### config.mk
export PLATFORM = sky130hd
export DESIGN_NAME = crds_regs
export DESIGN_NICKNAME = d
export VERILOG_FILES = /design/src/sv/crds_pkg.sv /design/src/sv/crds_regs.sv
export SDC_FILE = /design/constraint.sdc
export NUM_CORES = 1
export LEC_CHECK = 0
export ABC_AREA = 1
export BUFFER_PORTS_ARGS = -buffer_cell sky130_fd_sc_hd__buf_4
export CAP_MARGIN = 25
export CORE_MARGIN = 8
export CORE_UTILIZATION = 44
export CTS_BUF_LIST = sky130_fd_sc_hd__clkbuf_16
export CTS_CLUSTER_SIZE = 14
export DETAILED_ROUTE_END_ITERATION = 8
export HOLD_SLACK_MARGIN = 0.02
export MAX_ROUTING_LAYER = met4
export PLACE_DENSITY = 0.76
export SYNTH_ARGS = -nofsm -noshare
export SYNTH_HDL_FRONTEND = slang
export SYNTH_SLANG_ARGS = --single-unit
export TNS_END_PERCENT = 20
### constraint.sdc
create_clock -name clk -period 0.8 [get_ports clk]
set_input_delay 0 -clock clk [delete_from_list [all_inputs] [get_ports clk]]
set_output_delay 0 -clock clk [all_outputs]
set_load 0.05 [all_outputs]
### src/sv/crds_pkg.sv
// crds_pkg: shared types, widths and constants of the co-rated dot similarity block.
// No dependencies; imported by every module of the block.
package crds_pkg;

	// table capacity per user
	localparam int MAX_PER_USER = 256;

	localparam int ID_W     = 20;
	localparam int RATING_W = 4;
	localparam int OFS_W    = 5;
	localparam int SIM_W    = 18;

	localparam int ADDR_W   = $clog2(MAX_PER_USER);
	localparam int CNT_W    = $clog2(MAX_PER_USER + 1);
	localparam int ENTRY_W  = ID_W + RATING_W;
	// offset rating spans -16..30, product of two fits a signed 12-bit value
	localparam int TERM_W   = RATING_W + 2;
	localparam int PROD_W   = 2 * TERM_W;
	localparam int ACC_RAW  = ADDR_W + PROD_W;
	localparam int ACC_W    = (ACC_RAW > SIM_W) ? ACC_RAW : SIM_W + 1;

	// register map
	localparam int REG_IDX_W = 2;
	localparam int APB_AW    = REG_IDX_W + 2;
	localparam int APB_DW    = 32;
	localparam logic [REG_IDX_W-1:0] REG_USER_A = 2'd0;
	localparam logic [REG_IDX_W-1:0] REG_USER_B = 2'd1;
	localparam logic [REG_IDX_W-1:0] REG_OFFSET = 2'd2;

	localparam logic [ID_W-1:0]         RST_USER_A = ID_W'(0);
	localparam logic [ID_W-1:0]         RST_USER_B = ID_W'(1);
	localparam logic signed [OFS_W-1:0] RST_OFFSET = -5'sd5;

	typedef struct packed {
		logic [ID_W-1:0]     user_id;
		logic [ID_W-1:0]     movie_id;
		logic [RATING_W-1:0] rating_value;
		logic                last;
	} rec_t;

	typedef struct packed {
		logic signed [SIM_W-1:0] similarity;
		logic                    overflow;
	} sim_t;

	typedef struct packed {
		logic [ID_W-1:0]         user_a;
		logic [ID_W-1:0]         user_b;
		logic signed [OFS_W-1:0] rating_offset;
	} cfg_t;

	// controller -> datapath
	typedef struct packed {
		logic store;   // write accepted record into the tables
		logic fetch;   // read first[i], second[0]
		logic scan;    // read second[j], advance j
		logic acc;     // add product of current pair
		logic next_i;  // advance to next first-table entry
		logic emit;    // load result register, clear tables
	} cmd_t;

	// datapath -> controller
	typedef struct packed {
		logic empty;
		logic match;
		logic b_last;
		logic i_last;
		logic out_busy;
	} st_t;

endpackage

### src/sv/crds_regs.sv
// crds_regs: APB-style configuration registers (user_a, user_b, rating_offset).
// Depends on crds_pkg.
module crds_regs
	import crds_pkg::*;
(
	input  logic              clk,
	input  logic              arst_n,
	input  logic              psel,
	input  logic              penable,
	input  logic              pwrite,
	input  logic [APB_AW-1:0] paddr,
	input  logic [APB_DW-1:0] pwdata,
	output logic [APB_DW-1:0] prdata,
	output logic              pready,
	output cfg_t              cfg
);

	logic [ID_W-1:0]         user_a_q;
	logic [ID_W-1:0]         user_b_q;
	logic signed [OFS_W-1:0] offset_q;
	logic [REG_IDX_W-1:0]    idx;
	logic                    wr_en;

	assign idx    = paddr[APB_AW-1:2];
	assign pready = 1'b1;
	assign wr_en  = psel & penable & pwrite;

	always_ff @(posedge clk or negedge arst_n) begin
		if (!arst_n) begin
			user_a_q <= RST_USER_A;
			user_b_q <= RST_USER_B;
			offset_q <= RST_OFFSET;
		end else if (wr_en) begin
			unique case (idx)
				REG_USER_A: user_a_q <= pwdata[ID_W-1:0];
				REG_USER_B: user_b_q <= pwdata[ID_W-1:0];
				REG_OFFSET: offset_q <= pwdata[OFS_W-1:0];
				default: ;
			endcase
		end
	end

	always_comb begin
		unique case (idx)
			REG_USER_A: prdata = APB_DW'(user_a_q);
			REG_USER_B: prdata = APB_DW'(user_b_q);
			REG_OFFSET: prdata = APB_DW'(unsigned'(offset_q));
			default:    prdata = '0;
		endcase
	end

	assign cfg.user_a        = user_a_q;
	assign cfg.user_b        = user_b_q;
	assign cfg.rating_offset = offset_q;

endmodule

==> flow_summary.json <==
{
  "io_buffers": 91,
  "synthMuxAreaShare_pct": 0,
  "violations": "negative setup slack",
  "dpl.hpwl_mm": 5.116,
  "num_rows": 25,
  "yosysMostFrequentCell": "nand2_1",
  "hold_violations": 0,
  "drt.antenna.violating_nets": 0,
  "synth_top_family_by_area": "simple AND/OR/NAND/NOR gates",
  "die_x_um": 85.55,
  "die-area_mm2": 0.007319,
  "yosys_warnings": 0,
  "period_minus_slack_ns": 1.128,
  "postSynthCellCount": 290,
  "nets": 469,
  "holdWs_ns": 0.1311,
  "synth-compound-area-share_pct": 0,
  "place_inst": 445,
  "cts-buffers-inserted": 5,
  "postLayoutCoreUtil_pct": 83.89,
  "synth_flop_cell": "dfrtp_1",
  "yosysTopAreaCellShare_pct": 47.03,
  "maxCapViolCount": 0,
  "clk_pin_slew_ns": 0.06,
  "cp-end-kind": "output port",
  "gp_congestion": 0.8033,
  "synth_edf_count": 0,
  "fin_crit_sh_pct": 141.0,
  "viasPerCell": 4.857,
  "dieHeight_um": 85.55,
  "hold_class": "in -> async",
  "setup_viol": 66,
  "avgSynthCellArea_um2": 7.339,
  "power_leakage_nw": 2.070,
  "core_region_area_mm2": 0.004692,
  "wl_per_cell_um": 16.27,
  "total_power_mw": 10.54,
  "grt_use_total_pct": 21.39,
  "fin_setup_tns_ns": -9.402,
  "synth_top_area_cell": "dfrtp_1",
  "cts_tree": "done",
  "drcViolationCount": 0,
  "fmax_mhz": 886.8,
  "place_ws_ns": -0.1748,
  "yosys.area_share.simple_pct": 37.92,
  "ys_top_cells_by_count": "nand2_1, dfrtp_1, buf_4",
  "antenna_found_initial": 0,
  "crit_arrival_ns": 1.13,
  "final_max_slew_viol_count": 0,
  "outcome": "complete, but fails checks",
  "ys_async_sr_fraction_pct": 100.0,
  "antennaDiodeCount": 0,
  "ys_seq_area_share_pct": 53.20,
  "finalInstanceArea_mm2": 0.003936,
  "ir_drop_v": 0.001556,
  "synth_top_cells_by_area": "dfrtp_1, nand2_1, dfstp_2",
  "grt_pass1_wl_mm": 12.07,
  "drtIter0Drc": 116,
  "startpoint_type": "register",
  "wl_mm": 7.856,
  "final_cells": 483,
  "yosys.area_share.xor_xnor_pct": 0,
  "p_per_area_mw_per_mm2": 2678,
  "cts_max_path_buffers": 2,
  "ys_types": 9,
  "pin_count": 119,
  "grt_start_max_net_pins": 24,
  "synthAdderAreaFrac_pct": 0,
  "finClkSkew_ns": 0,
  "area.growth.synth_to_final_pct": 84.95,
  "vias": 2346,
  "finalWorstSetupSlack_ns": -0.3276,
  "synth-seq-cells": 45,
  "cts.sinks": 45,
  "crit_required_ns": 0.80,
  "start_util_pct": 45.36,
  "grt_pass1_vias": 2470,
  "synth.cell_area_mm2": 0.002128,
  "placed_area_mm2": 0.003183,
  "path_class": "reg -> out",
  "cts_root_buffer": "clkbuf_16",
  "clock_latency_ns": 0.28,
  "layout-drive-gt1-share_pct": 53.38,
  "rsz0062_at_grt": "true",
  "gr-total-overflow": 0,
  "path_max_fanout": 3,
  "firstDrtPassIters": 4,
  "h-tree-depth": 2
}
==> layer usage <==
metal	vias up	wire length [µm]	track usage, %
li1	1114	-	-
met1	1138	2901	21.77
met2	84	4416	39.00
met3	10	404	4.680
met4	0	133	8.439
met5	-	0	-
==> cell usage in the layout (no fill, tap or decap) <==
master,synthesis,layout
clkbuf_16,0,5
nand2_1,202,156
buf_6,0,55
dlygate4sd3_1,0,21
nand3_1,6,1
nor2_2,0,2
nor2_1,5,3
nand2_4,0,8
conb_1,2,13
buf_12,0,1
dfrtp_2,0,40
buf_8,0,12
nand3_4,0,5
inv_1,5,6
dfstp_2,5,5
nand2_2,0,38
buf_4,15,56
clkinv_2,0,2
==> registers in the layout, summed over array words and instances (netlist names) <==
name      count
user_b_q     20
offset_q      5
user_a_q     20
==> kinds of logic after synthesis <==
| group | after synthesis |
|---|---|
| AND/OR/NAND/NOR | 213 |
| flip-flops | 45 |
| buffers and inverters | 30 |
| other | 2 |
==> worst max-delay path, stage by stage (launching register included) <==
cell	delay, ns
dfstp_2	0.56
nand2_2	0.07
nand3_4	0.06
buf_8	0.14
==> where the power goes <==
| part | switching, mW | internal (mW) | total (mW) |
|---|---|---|---|
| clock network | 0.824 | 1.13 | 1.96 |
| logic | 3.29 | 1.90 | 5.19 |
| registers | 0.534 | 2.87 | 3.40 |
==> cell type report <==
type / instances / area (µm²)
clock buffer: 5 / 125.1
tap: 54 / 67.56
inverter: 5 / 18.77
sequential: 45 / 1182
fill: 262 / 755.7
multi-input combinational: 226 / 1079
timing repair buffer: 145 / 1450
clock inverter: 3 / 13.76
==> worst paths after layout <==
path	cells past startpoint	slack, ns	to	from
min	2	0.13	user_a_q[17]	arst_n
min reg2reg	2	0.48	user_b_q[0]	user_b_q[0]
max in group asynchronous	3	0.21	offset_q[1]	arst_n
max	3	-0.33	prdata[1]	offset_q[1]
min in group clk	6	0.21	offset_q[0]	paddr[3]
max reg2reg	3	-0.01	offset_q[0]	offset_q[0]
==> what timing repair did <==
action,in CTS,in global routing
pin swaps,12,4
resized for setup,82,13
endpoints found under the setup margin,66,71
endpoints found under the hold margin,90,0
cloned,0,0
hold buffers,21,0
setup buffers,2,7
Power figures use the tool's default switching activity.
