## src/sv/crds_pkg.sv

```systemverilog
// crds_pkg: shared types, widths and constants of the co-rated dot similarity block.
// No dependencies; imported by every module of the block.
package crds_pkg;

	// table capacity per user
	localparam int MAX_PER_USER = 256;

	localparam int ID_W     = 20;
	localparam int RATING_W = 4;
	localparam int OFS_W    = 5;
	localparam int SIM_W    = 18;

	localparam int ADDR_W   = $clog2(MAX_PER_USER);
	localparam int CNT_W    = $clog2(MAX_PER_USER + 1);
	localparam int ENTRY_W  = ID_W + RATING_W;
	// offset rating spans -16..30, product of two fits a signed 12-bit value
	localparam int TERM_W   = RATING_W + 2;
	localparam int PROD_W   = 2 * TERM_W;
	localparam int ACC_RAW  = ADDR_W + PROD_W;
	localparam int ACC_W    = (ACC_RAW > SIM_W) ? ACC_RAW : SIM_W + 1;

	// register map
	localparam int REG_IDX_W = 2;
	localparam int APB_AW    = REG_IDX_W + 2;
	localparam int APB_DW    = 32;
	localparam logic [REG_IDX_W-1:0] REG_USER_A = 2'd0;
	localparam logic [REG_IDX_W-1:0] REG_USER_B = 2'd1;
	localparam logic [REG_IDX_W-1:0] REG_OFFSET = 2'd2;

	localparam logic [ID_W-1:0]         RST_USER_A = ID_W'(0);
	localparam logic [ID_W-1:0]         RST_USER_B = ID_W'(1);
	localparam logic signed [OFS_W-1:0] RST_OFFSET = -5'sd5;

	typedef struct packed {
		logic [ID_W-1:0]     user_id;
		logic [ID_W-1:0]     movie_id;
		logic [RATING_W-1:0] rating_value;
		logic                last;
	} rec_t;

	typedef struct packed {
		logic signed [SIM_W-1:0] similarity;
		logic                    overflow;
	} sim_t;

	typedef struct packed {
		logic [ID_W-1:0]         user_a;
		logic [ID_W-1:0]         user_b;
		logic signed [OFS_W-1:0] rating_offset;
	} cfg_t;

	// controller -> datapath
	typedef struct packed {
		logic store;   // write accepted record into the tables
		logic fetch;   // read first[i], second[0]
		logic scan;    // read second[j], advance j
		logic acc;     // add product of current pair
		logic next_i;  // advance to next first-table entry
		logic emit;    // load result register, clear tables
	} cmd_t;

	// datapath -> controller
	typedef struct packed {
		logic empty;
		logic match;
		logic b_last;
		logic i_last;
		logic out_busy;
	} st_t;

endpackage

```

## src/sv/crds_ctrl.sv

```systemverilog
// crds_ctrl: sequencer for record loading and the co-rated table walk.
// Depends on crds_pkg; commands crds_dp through cmd_t, reads st_t.
module crds_ctrl
	import crds_pkg::*;
(
	input  logic clk,
	input  logic arst_n,
	input  logic rec_valid,
	input  logic rec_last,
	output logic rec_stall,
	input  st_t  st,
	output cmd_t cmd
);

	localparam logic [2:0] S_IDLE  = 3'd0;
	localparam logic [2:0] S_START = 3'd1;
	localparam logic [2:0] S_FETCH = 3'd2;
	localparam logic [2:0] S_SCAN  = 3'd3;
	localparam logic [2:0] S_DONE  = 3'd4;

	logic [2:0] state_q, state_d;

	always_comb begin
		state_d   = state_q;
		cmd       = '0;
		rec_stall = 1'b1;
		unique case (state_q)
			S_IDLE: begin
				rec_stall = 1'b0;
				cmd.store = rec_valid;
				if (rec_valid && rec_last)
					state_d = S_START;
			end
			S_START: begin
				state_d = st.empty ? S_DONE : S_FETCH;
			end
			S_FETCH: begin
				cmd.fetch = 1'b1;
				state_d   = S_SCAN;
			end
			S_SCAN: begin
				cmd.acc = st.match;
				if (st.match || st.b_last) begin
					if (st.i_last)
						state_d = S_DONE;
					else begin
						cmd.next_i = 1'b1;
						state_d    = S_FETCH;
					end
				end else
					cmd.scan = 1'b1;
			end
			S_DONE: begin
				if (!st.out_busy) begin
					cmd.emit = 1'b1;
					state_d  = S_IDLE;
				end
			end
			default: state_d = S_IDLE;
		endcase
	end

	always_ff @(posedge clk or negedge arst_n) begin
		if (!arst_n)
			state_q <= S_IDLE;
		else
			state_q <= state_d;
	end

	a_emit_free: assert property (@(posedge clk) disable iff (!arst_n)
		cmd.emit |-> !st.out_busy)
		else $error("emit while result register still held");

	a_last_starts_walk: assert property (@(posedge clk) disable iff (!arst_n)
		cmd.store && rec_last |=> state_q == S_START)
		else $error("last record did not start the walk");

	a_walk_no_store: assert property (@(posedge clk) disable iff (!arst_n)
		(cmd.fetch || cmd.scan || cmd.acc) |-> !cmd.store && !cmd.emit)
		else $error("walk overlaps record load or emit");

endmodule
```

## config.mk

```make
export PLATFORM = sky130hd
export DESIGN_NAME = crds_ctrl
export DESIGN_NICKNAME = d
export VERILOG_FILES = /design/src/sv/crds_pkg.sv /design/src/sv/crds_ctrl.sv
export SDC_FILE = /design/constraint.sdc
export NUM_CORES = 1
export LEC_CHECK = 0
export ABC_AREA = 1
export BUFFER_PORTS_ARGS = -buffer_cell sky130_fd_sc_hd__buf_4
export CAP_MARGIN = 20
export CORE_AREA = 2 2 39 41
export DETAILED_ROUTE_END_ITERATION = 16
export DIE_AREA = 0 0 41 43
export SETUP_SLACK_MARGIN = 0.15
export SYNTH_ARGS = -nofsm -noshare
export SYNTH_HDL_FRONTEND = slang
export SYNTH_SLANG_ARGS = --single-unit
```

## constraint.sdc

```tcl
create_clock -name clk -period 2.42 [get_ports clk]
set_input_delay 0.242 -clock clk [delete_from_list [all_inputs] [get_ports clk]]
set_output_delay 0.242 -clock clk [all_outputs]
set_load 0.01 [all_outputs]
```

==> impl_metrics.ini <==
[sta]
drv_slew = 0
final.setup.tns_ns = 0
holdWs_ns = 0.286
post-route-min-period_ns = 1.46
setup_slack_ns = 0.955
worst_pin_slew_ns = 0.240
rsz0062_at_grt = false
finalHoldViolCount = 0
finalSetupViolCount = 0
final.setup_skew_ns = 0.00666
max_freq_ghz = 0.683
slew_headroom_pct = 83.9
finalCritPeriodShare_pct = 60.5

[critical_path]
cp_max_fo = 7
rrSetupSlack_ns = 1.27
start_kind = flop
crit_arrival_ns = 1.22
ff2ff_path_depth = 6
cp_data_required_time_ns = 2.18
reg2reg_to = state_q[0]$_DFFE_PN0P_
r2r_start = state_q[0]$_DFFE_PN0P_
crit_type = flop to primary output
cp-end-kind = primary output

[clock_network]
htree_levels = 1
cts_tree = yes
insertion_delay_ns = 0.24
cts_root_buffer = clkbuf_4
cts_buffer_depth = 2
cts_inserted_buffers = 3
postCtsSetupBuffers = 0
cts.sink_count = 3
clkSlewWorstSetupHoldPaths_ns = 0.04

[logic_synthesis]
ys_warn_count = 0
synth.area.top_cells = dfrtp_1 (31%), nand2_1 (17%), inv_1 (14%)
netlist_area_sq_um = 245
synth.distinct_cells = 10
synthesis.nets = 52
syn_inst = 43
yosysTopAreaCellShare_pct = 30.6
synth_area_per_cell_sq_um = 5.70
ys_ff_latch = 3
yosys.area.top_type = dfrtp_1
synth-seq-area-share_pct = 30.6

[layout]
drive_above_1_share_pct = 33.3
layout-area-overhead-vs-synth_pct = 68.9
largest_reg_flops = 3
reg_top3 = state_q: 3 flops
nFillCells = 157
final_area_sq_um = 414
nets = 73
largest_register = state_q
antennaDiodeCount = 0

[flow_run]
drv_cap = 0

[worst_hold_path]
min_path_cells = 3
holdPathEnd = state_q[2]$_DFFE_PN0P_
hold_start = st[0]
min_path_type = input pin to flop

[pwr]
ir_drop_mv = 0.309
power-per-cell-area_nw_per_um2 = 977
leakagePower_nw = 0.260

[floorplan]
initial_core_util_pct = 17.7
die_w_um = 41
die_area_sq_um = 1760
core_sq_um = 1380
ios = 16
die_h_um = 43
num_rows = 14

[detailed_routing]
vias = 326
first_iter_violations = 7
viasPerCell = 4.13
wirelength_um = 641
route.detailed.drc = 0
ant_nets = 0
dr.pass1.iters = 2
wire_per_inst_um = 8.11

[run_status]
status = complete, no violations

[grt]
grt_usage_pct = 7.94
grt_pass1_wl_um = 952
antenna_found_initial = 0
grt_max_degree = 8
grt_pass1_vias = 268
grt-ovfl-total = 0

[placed_design]
port_buffers = 15
dpl_worst_slack_ns = 1.19
dp_hpwl_um = 519
gp_congestion = 0.787
placed_area_sq_um = 378
-- stage by stage --
step / utilization [%] / power [mW] / std cells
3_5_place_dp: 27.3 / 0.312 / 74
6_report: 29.9 / 0.405 / 79
4_1_cts: 29.9 / 0.408 / 79
3_3_place_gp: 27.3 / 0.306 / 74
5_1_grt: 29.9 / 0.439 / 79
2_1_floorplan: - / 0.228 / 43
-- routing by layer --
metal | track usage, % | vias up | share of wire, % | routed length [um]
met5 | 0 | - | 0 | 0
met4 | 8.00 | 0 | 2.5 | 16
met3 | 0.524 | 2 | 9.0 | 58
met2 | 11.9 | 11 | 44 | 282
met1 | 9.03 | 141 | 44 | 283
li1 | - | 172 | - | -
-- Yosys cell counts --
cell type  count
dfrtp_1        3
inv_1          9
nand2_1       11
nand2_2        1
nand3_1        5
nand4_1        1
nor2_1         9
nor2_2         2
nor4_1         1
o21ai_0        1
-- placed cells by master (no fill, tap or decap) --
cell / n
dfrtp_1: 3
nor2_2: 2
inv_1: 9
nor2_1: 9
nand4_1: 1
buf_4: 15
dlygate4sd3_1: 1
nand2_1: 11
nand3_1: 5
clkbuf_1: 1
clkbuf_4: 3
nand2_2: 1
nor4_1: 1
o21ai_0: 1
-- how the worst max path moves through the flow --
stage,from,cells past startpoint,to
2_1_floorplan,state_q[0]$_DFFE_PN0P_,3,cmd[5]
3_3_place_gp,state_q[0]$_DFFE_PN0P_,4,cmd[5]
3_5_place_dp,state_q[0]$_DFFE_PN0P_,4,cmd[5]
4_1_cts,state_q[0]$_DFFE_PN0P_,4,cmd[5]
5_1_grt,state_q[0]$_DFFE_PN0P_,4,cmd[5]
6_report,state_q[0]$_DFFE_PN0P_,4,cmd[5]
-- cell type report --
cell class / count / area (sq um) / area share, %
multi-input combinational: 31 / 136 / 32.9
timing repair buffer: 16 / 123 / 29.6
sequential: 3 / 75.1 / 18.1
inverter: 9 / 33.8 / 8.16
clock buffer: 4 / 26.3 / 6.34
tap: 16 / 20.0 / 4.83
-- worst max-delay path, cell delays in order, from the launching register on --
cell     delay (ns)
dfrtp_1        0.43
nor2_1         0.23
nand2_1        0.11
nor2_1         0.10
buf_4          0.12
-- where the power goes --
part	total (mW)	switching, mW	internal [mW]	leakage [nW]
registers	0.100	0.0285	0.0715	0.0392
clock network	0.0933	0.0312	0.0621	0.0150
logic	0.211	0.118	0.0930	0.206
-- logic make-up (layout without fill, tap and decap cells) --
group | after synthesis | count (layout) | synth area share [%]
simple gates | 30 | 30 | 53.6
buf+inv | 9 | 29 | 13.8
flops | 3 | 3 | 30.6
compound gates | 1 | 1 | 2.04
-- timing repair --
item,CTS,global route
hold buffers,1,0
gates resized for setup,0,0
endpoints found under the hold margin,3,0
Note: power is estimated with default switching activity, not from simulation.
